## config.mk

```make
export PLATFORM = sky130hd
export DESIGN_NAME = fptq_front
export DESIGN_NICKNAME = d
export VERILOG_FILES = /design/src/rtl/fptq_pkg.sv /design/src/rtl/fptq_front.sv
export SDC_FILE = /design/constraint.sdc
export NUM_CORES = 1
export LEC_CHECK = 0
export BUFFER_PORTS_ARGS = -buffer_cell sky130_fd_sc_hd__buf_4
export CAP_MARGIN = 15
export CORE_AREA = 5 5 42 44
export DETAILED_ROUTE_END_ITERATION = 10
export DIE_AREA = 0 0 47 49
export GPL_ROUTABILITY_DRIVEN = 0
export PLACE_DENSITY_LB_ADDON = 0.08
export SYNTH_ARGS = -nofsm -noshare
export SYNTH_HDL_FRONTEND = slang
export SYNTH_SLANG_ARGS = --single-unit
```

## constraint.sdc

```tcl
create_clock -name vclk -period 1.2
set_input_delay 0.12 -clock vclk [all_inputs]
set_output_delay 0.12 -clock vclk [all_outputs]
set_load 0.1 [all_outputs]
```

## src/rtl/fptq_pkg.sv

```systemverilog
// Shared types, codes and constants for the feedback-paced transmit queue.
// No dependencies; every other file in rtl/ refers to this package.
`default_nettype none

package fptq_pkg;

    localparam int QUEUE_DEPTH_DEF   = 256;
    localparam int DURATION_BITS_DEF = 16;

    // Fixed field widths of the channels
    localparam int PKT_DUR_W   = 16;
    localparam int LIMIT_W     = 9;
    localparam int COUNT_OUT_W = 9;
    localparam int SLOW_W      = 8;
    localparam int SCALE_W     = 9;   // holds 10 + slowdown

    localparam logic [LIMIT_W-1:0] LIMIT_RESET = 9'd256;
    localparam logic [SLOW_W-1:0]  SLOW_MAX    = 8'd255;
    localparam logic [SLOW_W-1:0]  SLOW_UP     = 8'd2;
    localparam logic [SLOW_W-1:0]  SLOW_DOWN   = 8'd1;
    localparam logic [SCALE_W-1:0] TICK_SCALE  = 9'd10;

    // Operation codes of the input item
    localparam logic [1:0] OP_TICK     = 2'd0;
    localparam logic [1:0] OP_ENQUEUE  = 2'd1;
    localparam logic [1:0] OP_FEEDBACK = 2'd2;

    // Command queue between front and back
    localparam logic [1:0] CMDQ_EMPTY = 2'd0;
    localparam logic [1:0] CMDQ_FULL  = 2'd2;

    typedef enum logic [1:0] {
        CMD_TICK,
        CMD_ENQUEUE,
        CMD_FEEDBACK,
        CMD_IDLE
    } cmd_kind_t;

    typedef struct packed {
        logic [1:0]           operation;
        logic [PKT_DUR_W-1:0] pkt_duration;
        logic                 full_queue;
        logic                 full_rx;
        logic                 speed_up;
    } item_t;

    typedef struct packed {
        logic                   sent_valid;
        logic [PKT_DUR_W-1:0]   sent_duration;
        logic                   dropped;
        logic [COUNT_OUT_W-1:0] queue_count;
        logic [SLOW_W-1:0]      slowdown_level;
    } result_t;

    typedef struct packed {
        cmd_kind_t            kind;
        logic [PKT_DUR_W-1:0] duration;
        logic                 slow_inc;
        logic                 slow_dec;
    } cmd_t;

endpackage

`default_nettype wire

```

## src/rtl/fptq_front.sv

```systemverilog
// Front end: decodes an input item into a queue command.
// Depends on fptq_pkg (item_t, cmd_t, operation codes).
`default_nettype none

module fptq_front (
    input  logic            item_valid,
    output logic            item_ready,
    input  fptq_pkg::item_t item,
    output logic            cmd_valid,
    input  logic            cmd_ready,
    output fptq_pkg::cmd_t  cmd
);

    // Zero fields that do not belong to the operation
    always_comb
    begin
        cmd.duration = '0;
        cmd.slow_inc = 1'b0;
        cmd.slow_dec = 1'b0;
        unique case (item.operation)
            fptq_pkg::OP_TICK:
            begin
                cmd.kind = fptq_pkg::CMD_TICK;
            end
            fptq_pkg::OP_ENQUEUE:
            begin
                cmd.kind     = fptq_pkg::CMD_ENQUEUE;
                cmd.duration = item.pkt_duration;
            end
            fptq_pkg::OP_FEEDBACK:
            begin
                cmd.kind     = fptq_pkg::CMD_FEEDBACK;
                cmd.slow_inc = item.full_queue | item.full_rx;
                cmd.slow_dec = item.speed_up;
            end
            default:
            begin
                cmd.kind = fptq_pkg::CMD_IDLE;
            end
        endcase
    end

    assign cmd_valid  = item_valid;
    assign item_ready = cmd_ready;

endmodule

`default_nettype wire

```

# After elaboration in Yosys (flattened, before gate mapping)
# Index checks and enable logic that the tools add are counted.
[word_totals]
register_bits = 0
input_bits = 23
[classes]
eq_ne = 2
n_mux = 3
bitwise = 1
n_reduce_logical = 1
[ops]
columns = ["operator", "n"]
rows = [
  ["two-way mux 16 bit", 1],
  ["case mux 2 bit (3 select lines)", 1],
  ["== test 2 x 1 -> 1 bit (second input constant)", 1],
  ["== test 2 bit (second input constant)", 1],
  ["logical NOT 2 bit", 1],
  ["two-way mux 2 bit", 1],
  ["OR 1 bit", 1],
]

# Logic depth before layout (Yosys ltp)
[depth]
word_depth = 2
depth_mapped = 3
mapped_depth_nobuf = 2

# Worst setup path before layout
# No wires, ideal clock.
[synth_timing]
path_type = "input-to-output"
start = "input port item[1] (netlist bit)"
end = "output port cmd[1] (netlist bit)"
t_arrival_ns = 2.347
t_required_ns = 1.080
setup_slack_ns = -1.267
stages = 2
path_buffers = 0
cell_sequence = "nor2_1 > nor3b_1"
[synth_rtl]
columns = ["element", "line_no", "rtl"]
rows = [
  ["start, declared", "fptq_front.sv:8", "input fptq_pkg::item_t item,"],
  ["end, declared", "fptq_front.sv:11", "output fptq_pkg::cmd_t cmd"],
]

==> results.txt <==
----------------------------------------------------
[Worst setup path]
  Cells along the critical path ... buf_4, nor2b_4, and2_2, buf_4
  Kind of capture point of the worst setup path ... output pin
  Cell type of the slowest stage on the worst timing path ... sky130_fd_sc_hd__buf_4
  Startpoint types ... primary input
  Maximum fanout along the worst path ... 16
  Arrival time at the worst endpoint ... 0.97 ns
  Maximum single-stage delay on the critical path ... 0.28 ns
  Kind of critical path ... primary input to output pin
  Worst Path Required ... 1.08 ns
  Crit path top cell by count ... sky130_fd_sc_hd__buf_4

[Floorplanning]
  I/O pins ... 45
  Overall die height ... 49 um
  Floorplan die width ... 47 um
  Row cnt ... 14
  Initial core utilization ... 13.2%
  Placeable core region ... 0.00140 mm^2
  Full die area ... 0.00230 mm^2

[Route]
  Starting DRT DRC Count ... 0
  Via count of the routed design ... 299
  Post-detailed-routing wire length ... 840 um
  Detail-routed net length per standard cell ... 10.9 um
  Number of nets with antenna violations after routing ... 0
  Mean number of vias per cell ... 3.88
  Iteration count of the initial detailed-routing pass ... 1
  Final routed DRC violation total ... 0

[Layout]
  Final layout net count ... 86
  Sequential cells ... 0
  Total area of multi-input combinational cells ... 166 um^2
  Layout Area Growth over Synthesis ... 167%
  Filler instances ... 154
  Storage element area ... 0 um^2
  Ant diodes ... 0
  Share of final-layout standard cells stronger than drive strength 1 ... 98.4%
  Post-route insts no fill ... 77
  Number of clock-tree buffers in the layout ... 0

[Global route]
  GRT Overall Usage ... 6.53%
  Antenna violations before repair ... 0
  Vias in the first global route ... 292
  Grt total ovfl ... 0
  Wire length of the first global-routing pass ... 1.20 mm
  Maximum number of pins on one net before global-route repair ... 17

[Yosys]
  Number of distinct library cells after synthesis ... 9
  Commonest cells in the synthesized netlist ... 13 x sky130_fd_sc_hd__and2_2, 3 x sky130_fd_sc_hd__and2_1, 2 x sky130_fd_sc_hd__buf_4, 2 x sky130_fd_sc_hd__clkbuf_1
  Top-area cell type share of the netlist area ... 52.7%
  Area of the mapped netlist ... 185 um^2
  Cell count after synthesis ... 25
  Yosys warnings ... 0
  Leading cell type by number of instances after synthesis ... sky130_fd_sc_hd__and2_2
  Top post-synthesis cells by area ... sky130_fd_sc_hd__and2_2 53%, sky130_fd_sc_hd__and2_1 10%, sky130_fd_sc_hd__buf_4 8.1%
  Syn avg cell area ... 7.41 um^2
  Post-synthesis sequential area ratio ... 0%
  Library cell occupying the most area in the post-synthesis netlist ... sky130_fd_sc_hd__and2_2
  Syn nets ... 48

[STA]
  Relative max-transition margin ... 81.2%
  Sum Neg Setup Slack ... 0 ns
  Setup repair after global routing missed its margin ... false
  Ratio of final minimum period to clock period ... 90.5%
  Max Clock Freq ... 921 MHz
  Final setup violation count ... 0
  Worst Slack Setup Final ... 0.114 ns
  Time the worst path needs with I/O delays and setup ... 1.09 ns
  Measured slew at the worst slew-check pin ... 0.284 ns
  Max-slew violations ... 0
  Worst Hold Margin ... 0.240 ns
  Final hold violation count ... 0

[Clock tree]
  Cts-stage hold buffer count ... 0
  Count of cells resized by post-cts repair ... 0
  Post-CTS setup-driven buffer insertion count ... 0

[Run status]
  Run status ... finished, final reports clean

[Power]
  Power density relative to cell area ... 685 mW/mm^2
  PnR Total Power ... 0.339 mW
  Maximum resistive drop on vdd ... 264 uV
  Pleak ... 0.284 nW

[Place]
  Number of input and output port buffers inserted ... 41
  Post-placement cell count ... 77
  Pre-CTS worst setup slack ... 0.0855 ns
  HPWL after detailed placement ... 781 um

[Hold path]
  Worst Hold Class ... primary input to output pin

[Flow run]
  Max-cap check violation count ... 0

----------------------------------------------------
area by class of cell:
cell class,instances,area share [%]
repair buffers,41,62.3
multi-input cells,20,33.7
well taps,16,4.05
per-layer routing:
metal / global-route usage (%) / share of wire [%]
met2: 10.2 / 37
met1: 7.83 / 34
met4: 0 / 0
met5: 0 / 0
met3: 4.43 / 29
critical path, delay by kind of cell:
kind,cells,cell delay (ns)
buffers and inverters,2,0.39
AND/OR/NAND/NOR,2,0.45
worst paths after layout:
| check | start | end | slack (ns) | depth (start not counted) |
|---|---|---|---|---|
| worst max-delay path | item[19] | cmd[6] | 0.11 | 4 |
| worst min-delay path | item_valid | cmd_valid | 0.24 | 0 |
cell families (layout without fill, tap and decap cells):
logic type / count (synthesis) / in the layout / synth area share (%)
buffers and inverters: 5 / 41 / 18.2
and+or+nand+nor: 20 / 20 / 81.8
cells in the final DEF, fill, tap and decap left out, drive strengths merged:
| cell type | synthesis | final |
|---|---|---|
| buf | 3 | 41 |
| nor2b | 1 | 1 |
| nor2 | 1 | 1 |
| and3b | 1 | 1 |
| nor3b | 1 | 1 |
| and2 | 16 | 16 |
power breakdown:
| group | internal, mW | switching (mW) |
|---|---|---|
| Combinational | 0.0991 | 0.239 |
| Clock | 0 | 0 |
| Sequential | 0 | 0 |
| Total | 0.0991 | 0.239 |
metrics by stage:
| step | area (um^2) | utilization (%) |
|---|---|---|
| 2_1_floorplan | 200 | - |
| 3_3_place_gp | 494 | 35.3 |
| 3_5_place_dp | 494 | 35.3 |
| 4_1_cts | 494 | 35.3 |
| 5_1_grt | 494 | 35.3 |
| 6_report | 494 | 35.3 |
No activity file was read; power rests on OpenSTA's default activity.
