**src/rtl/fptq_pkg.sv**
```systemverilog
// Shared types, codes and constants for the feedback-paced transmit queue.
// No dependencies; every other file in rtl/ refers to this package.
`default_nettype none

package fptq_pkg;

    localparam int QUEUE_DEPTH_DEF   = 256;
    localparam int DURATION_BITS_DEF = 16;

    // Fixed field widths of the channels
    localparam int PKT_DUR_W   = 16;
    localparam int LIMIT_W     = 9;
    localparam int COUNT_OUT_W = 9;
    localparam int SLOW_W      = 8;
    localparam int SCALE_W     = 9;   // holds 10 + slowdown

    localparam logic [LIMIT_W-1:0] LIMIT_RESET = 9'd256;
    localparam logic [SLOW_W-1:0]  SLOW_MAX    = 8'd255;
    localparam logic [SLOW_W-1:0]  SLOW_UP     = 8'd2;
    localparam logic [SLOW_W-1:0]  SLOW_DOWN   = 8'd1;
    localparam logic [SCALE_W-1:0] TICK_SCALE  = 9'd10;

    // Operation codes of the input item
    localparam logic [1:0] OP_TICK     = 2'd0;
    localparam logic [1:0] OP_ENQUEUE  = 2'd1;
    localparam logic [1:0] OP_FEEDBACK = 2'd2;

    // Command queue between front and back
    localparam logic [1:0] CMDQ_EMPTY = 2'd0;
    localparam logic [1:0] CMDQ_FULL  = 2'd2;

    typedef enum logic [1:0] {
        CMD_TICK,
        CMD_ENQUEUE,
        CMD_FEEDBACK,
        CMD_IDLE
    } cmd_kind_t;

    typedef struct packed {
        logic [1:0]           operation;
        logic [PKT_DUR_W-1:0] pkt_duration;
        logic                 full_queue;
        logic                 full_rx;
        logic                 speed_up;
    } item_t;

    typedef struct packed {
        logic                   sent_valid;
        logic [PKT_DUR_W-1:0]   sent_duration;
        logic                   dropped;
        logic [COUNT_OUT_W-1:0] queue_count;
        logic [SLOW_W-1:0]      slowdown_level;
    } result_t;

    typedef struct packed {
        cmd_kind_t            kind;
        logic [PKT_DUR_W-1:0] duration;
        logic                 slow_inc;
        logic                 slow_dec;
    } cmd_t;

endpackage

`default_nettype wire

```
**src/rtl/fptq_cmd_queue.sv**
```systemverilog
// Two-entry command queue that decouples the front end from the back end.
// Depends on fptq_pkg (cmd_t, queue fill codes).
`default_nettype none

module fptq_cmd_queue (
    input  logic           clk,
    input  logic           rst_n,
    input  logic           push_valid,
    output logic           push_ready,
    input  fptq_pkg::cmd_t push_data,
    output logic           pop_valid,
    input  logic           pop_ready,
    output fptq_pkg::cmd_t pop_data
);

    fptq_pkg::cmd_t slot_reg [2];
    logic           wr_ptr_reg;
    logic           wr_ptr_next;
    logic           rd_ptr_reg;
    logic           rd_ptr_next;
    logic [1:0]     count_reg;
    logic [1:0]     count_next;
    logic           push;
    logic           pop;

    assign push_ready = (count_reg != fptq_pkg::CMDQ_FULL);
    assign pop_valid  = (count_reg != fptq_pkg::CMDQ_EMPTY);
    assign pop_data   = slot_reg[rd_ptr_reg];
    assign push       = push_valid && push_ready;
    assign pop        = pop_valid && pop_ready;

    always_comb
    begin
        wr_ptr_next = push ? ~wr_ptr_reg : wr_ptr_reg;
        rd_ptr_next = pop ? ~rd_ptr_reg : rd_ptr_reg;
        count_next  = count_reg;
        if (push && !pop)
        begin
            count_next = count_reg + 2'd1;
        end
        else if (pop && !push)
        begin
            count_next = count_reg - 2'd1;
        end
    end

    always_ff @(posedge clk or negedge rst_n)
    begin
        if (!rst_n)
        begin
            wr_ptr_reg <= 1'b0;
            rd_ptr_reg <= 1'b0;
            count_reg  <= fptq_pkg::CMDQ_EMPTY;
        end
        else
        begin
            wr_ptr_reg <= wr_ptr_next;
            rd_ptr_reg <= rd_ptr_next;
            count_reg  <= count_next;
        end
    end

    always_ff @(posedge clk)
    begin
        if (push)
        begin
            slot_reg[wr_ptr_reg] <= push_data;
        end
    end

endmodule

`default_nettype wire

```
**config.mk**
```make
export PLATFORM = sky130hd
export DESIGN_NAME = fptq_cmd_queue
export DESIGN_NICKNAME = d
export VERILOG_FILES = /design/src/rtl/fptq_pkg.sv /design/src/rtl/fptq_cmd_queue.sv
export SDC_FILE = /design/constraint.sdc
export NUM_CORES = 1
export LEC_CHECK = 0
export ABC_CLOCK_PERIOD_IN_PS = 2200
export BUFFER_PORTS_ARGS = -buffer_cell sky130_fd_sc_hd__buf_4
export CORE_ASPECT_RATIO = 0.75
export CORE_MARGIN = 2
export CORE_UTILIZATION = 44
export CTS_CLUSTER_DIAMETER = 50
export DETAILED_ROUTE_END_ITERATION = 7
export PLACE_DENSITY_LB_ADDON = 0.08
export SETUP_SLACK_MARGIN = 0.3
export SLEW_MARGIN = 20
export SYNTH_ARGS = -nofsm -noshare
export SYNTH_HDL_FRONTEND = slang
export SYNTH_SLANG_ARGS = --single-unit
```
**constraint.sdc**
```tcl
create_clock -name clk -period 2.2 [get_ports clk]
set_clock_uncertainty 0.2 [all_clocks]
set_input_delay 0.11 -clock clk [delete_from_list [all_inputs] [get_ports clk]]
set_output_delay 0.11 -clock clk [all_outputs]
set_load 0.02 [all_outputs]
```
Yosys cells after proc, flatten, opt, wreduce, memory -nomap -nowiden. Memories as Yosys holds them, arrays and structs flattened. Cells that the tools add are included.

Register bits: 4. Memory bits (writable): 40. Input port bits: 24. Output and inout port bits: 22. Logic and storage cells: 21. Memories: 1.

Memory list: slot_reg (depth 2, bits a word 20, read ports 1, clocked after Yosys merged registers in 0, wr ports 1, line fptq_cmd_queue.sv:16) `fptq_pkg::cmd_t slot_reg [2];`.

Add/subtract/negate cells: 2. Equal/unequal tests: 1. Muxes and demuxes: 4. Bitwise operators: 2. Reductions and logical operators: 8.

Operators by type and width (count): $logic_and A1 B1 Y1 (4); $mux W2 (2); $reduce_bool A2 Y1 (2); $add A2 B1 Y2 const B (1); $logic_not A1 Y1 (2); $mux W1 (2); $ne A2 B2 Y1 const B (1); $not A1 Y1 (2); $sub A2 B1 Y2 const B (1).

Depth between registers and ports, before layout. Gate-level depths: netlist of run 1.

Depth in word-level cells: 6. Gate-level depth with buffers: 7. Depth with buffers taken out: 7.

Least setup slack after synthesis of run 1. Ideal clock, no wire load.

Path type: flip-flop to flip-flop. Start point: register count_reg[0]. End point: memory slot_reg[0][0] in the netlist's numbering, enable pin. Library setup time: 0.397 ns. Data arrival time: 1.541 ns. Required time: 1.603 ns. Slack: 0.062 ns. Cell stages (with the launch flop): 4. Clock period less this slack: 2.138 ns. Cells stage by stage: dfrtp_1 -> nand2b_4 -> nand2_1 -> nor2_1.

Longest elaborated chain between the ends: 4.

Ends and longest elaborated chain: start, declared (line fptq_cmd_queue.sv:21) `logic [1:0] count_reg;`; start signal, assigned (line fptq_cmd_queue.sv:53) `count_reg <= fptq_pkg::CMDQ_EMPTY;`; start signal, assigned (line fptq_cmd_queue.sv:59) `count_reg <= count_next;`; $ne A2 B2 Y1 (line fptq_cmd_queue.sv:26) `assign push_ready = (count_reg != fptq_pkg::CMDQ_FULL);`; net push_ready (line fptq_cmd_queue.sv:9) `output logic push_ready,`; $logic_and A1 B1 Y1 (line fptq_cmd_queue.sv:29) `assign push = push_valid && push_ready;`; $mux W1 (line fptq_cmd_queue.sv:65) `if (push)`; $mux W1 (not written as such) (line fptq_cmd_queue.sv:67) `slot_reg[wr_ptr_reg] <= push_data;`; end, declared (line fptq_cmd_queue.sv:16).

The timed path passes the listed nets, and every way through them passes these cells.

==> metrics.cfg, run 1 <==
[outcome]
status=finished clean

[route]
vias=955
drtIter0Drc=29
via_per_inst=4.548
wl_um=2842
postRouteAntennaNets=0
drc=0
firstDrtPassIters=4
wire_per_inst_um=13.53

[worst_setup_path]
end_kind=output port
crit_top_cell=buf_4
cp-startpoint=rd_ptr_reg
r2r_slack_ns=0.47
worstPathRequired_ns=1.89
critical_path.max_stage_delay_ns=0.39
reg2reg_depth=7
crit_arrival_ns=1.47
r2r-start=count_reg[0]
crit_type=flip-flop to output port
critical-path-slowest-cell=mux2_2
cp_cell_sequence=buf_4 > mux2_2 > buf_4
cp_max_fo=21
r2r-end=count_reg[1]
start_kind=flip-flop
cp-endpoint=pop_data[11]

[global_routing]
overflow=0
grt_pass1_vias=970
grt_pass1_wl_um=4319
grt_use_total_pct=14.24
grt_max_degree=22
antenna_found_initial=0

[sta]
fmax_mhz=563.2
timing.final.crit_share_pct=80.70
drv_slew=0
hold_violations=0
relSlewSlack_pct=79.96
tightest_slew_ns=0.3006
layout_setup_ws_ns=0.4245
rsz0062_at_grt=no
tns_ns=0
min_period_ns=1.775
setup_viol=0

[power]
irDropWorstVdd_uv=675.6
pwr-share-seq_pct=42.4
clockPowerShare_pct=16.6
power_frac_comb_pct=41.0
p_leak_uw=0.0009261
p_per_area_mw_per_mm2=1208
p_sw_uw=954.8
p_sw_share_pct=33.03
p_int_uw=1936
power_uw=2891

[synthesis]
ys_seq_area_share_pct=78.14
synthDistinctLibCells=14
synth_top_area_share_pct=72.13
netlist_instances=80
netlist_area_mm2=0.001665
avgSynthCellArea_um2=20.82
yosys_warnings=0
yosysTopAreaCell=edfxtp_1
syn_nets=105
ys_ff_latch=44
synth.area.top_cells=edfxtp_1 (72%), mux2_2 (14%), dfrtp_1 (6.0%)

[place]
port-buffer-count=45
gp_congestion=0.6127
dpl.hpwl_um=1758
place_ws_ns=0.4800

[clock_network]
cts_buffers=5
cts_tree=done
h-tree-depth=2
insertion_delay_ns=0.29
post_cts_resized=0
cts_buffer_depth=2
clk_pin_slew_ns=0.08
cts_num_sinks=44
clock-root-buffer=clkbuf_8

[floorplanning]
coreArea_mm2=0.003637
die_x_um=75.04
fp.dieH_um=57.28
num_rows=19
io-pin-count=46
start_util_pct=45.79
die_area_mm2=0.004298

[cells_and_area]
fill_cells=270
antenna_cells=0
final_cell_mix=buf_4 (48), edfxtp_1 (40), dlygate4sd3_1 (24), mux2_2 (20), clkbuf_8 (5)
layout-drive-gt1-share_pct=50.00
nets=182
syn_to_final_growth_pct=43.73
largest_reg_flops=40
final_common_cell=buf_4

[run]
maxCapViolCount=0

[min_path]
hp-class=input port to flip-flop

## cell type report
cell class              count  area, µm²  share of cell area, %
well taps                  52      65.06                  2.718
multi-input cells          33      335.3                  14.01
repair buffers             72      600.6                  25.09
inverters                   1      3.754                 0.1568
flip-flops and latches     44       1301                  54.36
clock inverters             3      18.77                 0.7841
clock buffers               5      68.82                  2.875
## power groups by stage
| stage | clock (µW) | combinational, µW | sequential, µW |
|---|---|---|---|
| CTS | 499 | 1200 | 1220 |
| global route | 533 | 1260 | 1250 |
| floorplan | 0 | 758 | 1230 |
| global placement | 0 | 1150 | 1230 |
| detailed placement | 0 | 1160 | 1240 |
| finish | 480 | 1180 | 1230 |
## per-layer routing
metal | routed length (µm) | track usage, % | share of wire (%)
met1 | 1234 | 17.06 | 43
met2 | 1400 | 22.56 | 49
met3 | 161 | 5.830 | 5.7
met4 | 45 | 6.378 | 1.6
met5 | 0 | 0 | 0
## logic make-up after synthesis
logic type	after synthesis	share of synthesized area (%)
xor+xnor	5	2.630
fa+ha+maj	1	0.7512
buf+inv	3	1.878
flops	44	78.14
simple gates	7	3.080
mux	20	13.52
## timing repair
item,CTS,global route
setup buffers,0,0
hold buffers,24,0
hold endpoints to repair,46,0
## critical path, delay by kind of cell, from the launching register on
family	cells	cell delay (ns)
multiplexers	1	0.39
buffers and inverters	2	0.45
flip-flops	1	0.33
## how the worst min path moves through the flow
| stage | startpoint | endpoint | cells past startpoint |
|---|---|---|---|
| 6_report | push_data[19] | slot_reg[0][19] | 2 |
| 5_1_grt | push_data[16] | slot_reg[1][16] | 2 |
| 4_1_cts | push_data[2] | slot_reg[1][2] | 2 |
| 3_5_place_dp | rst_n | rd_ptr_reg | 1 |
| 3_3_place_gp | rst_n | rd_ptr_reg | 1 |
| 2_1_floorplan | rst_n | count_reg[0] | 0 |
## through the flow
stage	cells	hold WS, ns	util (%)	cell area, µm²
2_1_floorplan	80	-0.3856	-	1668
3_3_place_gp	178	-0.2915	56.79	2066
3_5_place_dp	178	-0.2864	56.79	2066
4_1_cts	210	0.3294	65.81	2394
5_1_grt	210	0.3295	65.81	2394
6_report	210	0.3452	65.81	2394
## Yosys cell counts (all sizes together)
cell type / instances
clkbuf: 2
xnor2: 3
ha: 1
nor2: 2
inv: 1
mux2: 20
edfxtp: 40
and3: 1
nand2: 2
dfrtp: 4
nand2b: 1
or2: 1
xor2: 2
Note: power is estimated with default switching activity, not from simulation.
==> run 2: changes to the inputs <==
--- a/config.mk
+++ b/config.mk
@@ -5,7 +5,7 @@
 export SDC_FILE = /design/constraint.sdc
 export NUM_CORES = 1
 export LEC_CHECK = 0
-export ABC_CLOCK_PERIOD_IN_PS = 2200
+export ABC_CLOCK_PERIOD_IN_PS = 1500
 export BUFFER_PORTS_ARGS = -buffer_cell sky130_fd_sc_hd__buf_4
 export CORE_ASPECT_RATIO = 0.75
 export CORE_MARGIN = 2
==> constraint.sdc (replaced) <==
create_clock -name clk -period 1.5 [get_ports clk]
set_clock_uncertainty 0.2 [all_clocks]
set_input_delay 0.075 -clock clk [delete_from_list [all_inputs] [get_ports clk]]
set_output_delay 0.075 -clock clk [all_outputs]
set_load 0.02 [all_outputs]
==> run 2 against run 1 <==
Compared with the run above:
- the flow now finishes with violations (negative setup slack)
- hold slack got worse by 0.34 ns
- setup slack worse by 0.58 ns
- first-iteration DRC count grew 66%
- clock power increased to 2.6 times the previous value
- design area up 30%
- combinational power grew to 2.8 times the previous value
- largest power group is now combinational cells
- sequential power increased by 52%
- power is 120% higher
==> metrics.cfg, run 2 (same netlist as run 1, synthesis figures left out) <==
[route]
wire_per_inst_um=18.61
drc=0
postRouteAntennaNets=0
firstDrtPassIters=4
via_per_inst=4.793
wl_um=4317
vias=1112
drtIter0Drc=48

[cells_and_area]
final_common_cell=edfxtp_1
nets=204
antenna_cells=0
layout-drive-gt1-share_pct=62.22
syn_to_final_growth_pct=86.33
largest_reg_flops=40
final_cell_count_no_fill=232
final_cell_mix=edfxtp_1 (40), buf_6 (28), buf_4 (27), dlygate4sd3_1 (22), mux2_4 (20)

[floorplanning]
num_rows=19
coreArea_mm2=0.003637
fp.dieH_um=57.28
die_x_um=75.04
io-pin-count=46
die_area_mm2=0.004298
start_util_pct=45.79

[worst_setup_path]
end_kind=output port
path_delay_family=flip-flops
r2r-start=count_reg[0]
cp_max_fo=7
start_kind=flip-flop
r2r-end=slot_reg[0][18]
crit_type=flip-flop to output port
reg2reg_depth=6
critical-path-slowest-cell=dfrtp_2
r2r_slack_ns=-0.14
worstPathRequired_ns=1.22
critical_path.max_stage_delay_ns=0.47
cp_cell_sequence=clkbuf_16 > mux2_4 > buf_6
crit_arrival_ns=1.38
crit_buf_inv=2

[place]
dpl.hpwl_um=1877
gp_congestion=0.7338
port-buffer-count=45
dp_cells=184

[power]
power_uw=6393
p_per_area_mw_per_mm2=2060
p_leak_uw=0.001287
irDropWorstVdd_uv=1316

[global_routing]
grt_pass1_wl_um=6009
antenna_found_initial=0
overflow=0
grt_use_total_pct=20.19
grt_max_degree=15
grt_pass1_vias=1197

[clock_network]
cts_num_sinks=44
cts_buffer_depth=2
cts_tree=done
insertion_delay_ns=0.29
clock-root-buffer=clkbuf_8
h-tree-depth=2
cts_buffers=5
clk_pin_slew_ns=0.08

[sta]
tightest_slew_ns=0.2977
timing.final.crit_share_pct=110.4
setup_viol=62
tns_ns=-6.781
layout_setup_ws_ns=-0.1559
hold_violations=0
fmax_mhz=603.9
rsz0062_at_grt=yes
drv_slew=0
min_period_ns=1.656
relSlewSlack_pct=80.15

[min_path]
hold_depth=4
min_from=pop_ready
whs_endpoint=count_reg[0]
hp-class=input port to flip-flop

[outcome]
status=finished with violations
violations=negative setup slack

[run]
maxCapViolCount=0

-- run 2: cell count changes in the layout (fill, tap and decap cells not counted), sizes merged --
cell,delta
bufinv,+3
clkinv,-1
dlygate4sd3,-2
buf,+23
clkinvlp,-2
clkbuf,+1
-- run 2: area by class of cell --
cell class | instances | area, µm²
repair buffers | 94 | 1114
clock inverters | 3 | 90.09
fillers | 162 | 534.3
inverters | 1 | 6.256
clock buffers | 5 | 68.82
multi-input cells | 33 | 455.4
well taps | 52 | 65.06
flip-flops and latches | 44 | 1304
-- run 2: metal layers --
layer / vias up / share of wire, % / global-route usage (%)
li1: 500 / - / -
met1: 565 / 39 / 24.13
met2: 40 / 54 / 35.96
met3: 7 / 5.6 / 4.770
met4: 0 / 1.1 / 6.122
met5: - / 0 / 0
-- run 2: stage by stage --
stage	hold slack, ns	setup slack, ns	util, %	instance area, µm²
6_report	0.007180	-0.1559	85.31	3103
4_1_cts	-0.01734	-0.1567	83.49	3037
2_1_floorplan	-0.4206	-0.05258	-	1728
3_5_place_dp	-0.3249	-0.04366	61.40	2233
3_3_place_gp	-0.3264	-0.01131	61.40	2233
5_1_grt	0.01036	-0.2051	85.31	3103
-- run 2: worst max-delay path by stage --
stage                       startpoint              to  depth (start not counted)
after CTS                   rd_ptr_reg    pop_data[12]                          3
after floorplan           count_reg[0]  slot_reg[0][0]                          3
final                       rd_ptr_reg     pop_data[5]                          3
after detailed placement  count_reg[1]    count_reg[1]                          6
after global routing      count_reg[0]    count_reg[1]                          7
after global placement    count_reg[1]    count_reg[1]                          6
-- run 2: what timing repair did --
item	4_1_cts	5_1_grt
hold endpoints to repair	46	0
resized for setup	42	9
hold buffers	22	0
setup buffers	10	3
gates cloned	5	0
setup endpoints to repair	65	66
pin swaps	4	5
-- run 2: tightest hold or removal path, delay by kind of cell --
kind | cells | cell delay, ns
AND/OR/NAND/NOR | 1 | 0.07
buffers and inverters | 1 | 0.12
adder cells (fa/ha/maj) | 1 | 0.14
XOR/XNOR | 1 | 0.06
-- run 2: where the power goes --
group	leakage [µW]	total [µW]	switching (µW)	internal, µW
combinational	0.000793	3290	1290	2000
clock	0.0000784	1230	399	833
sequential	0.000416	1870	177	1700
total	0.00129	6390	1860	4530
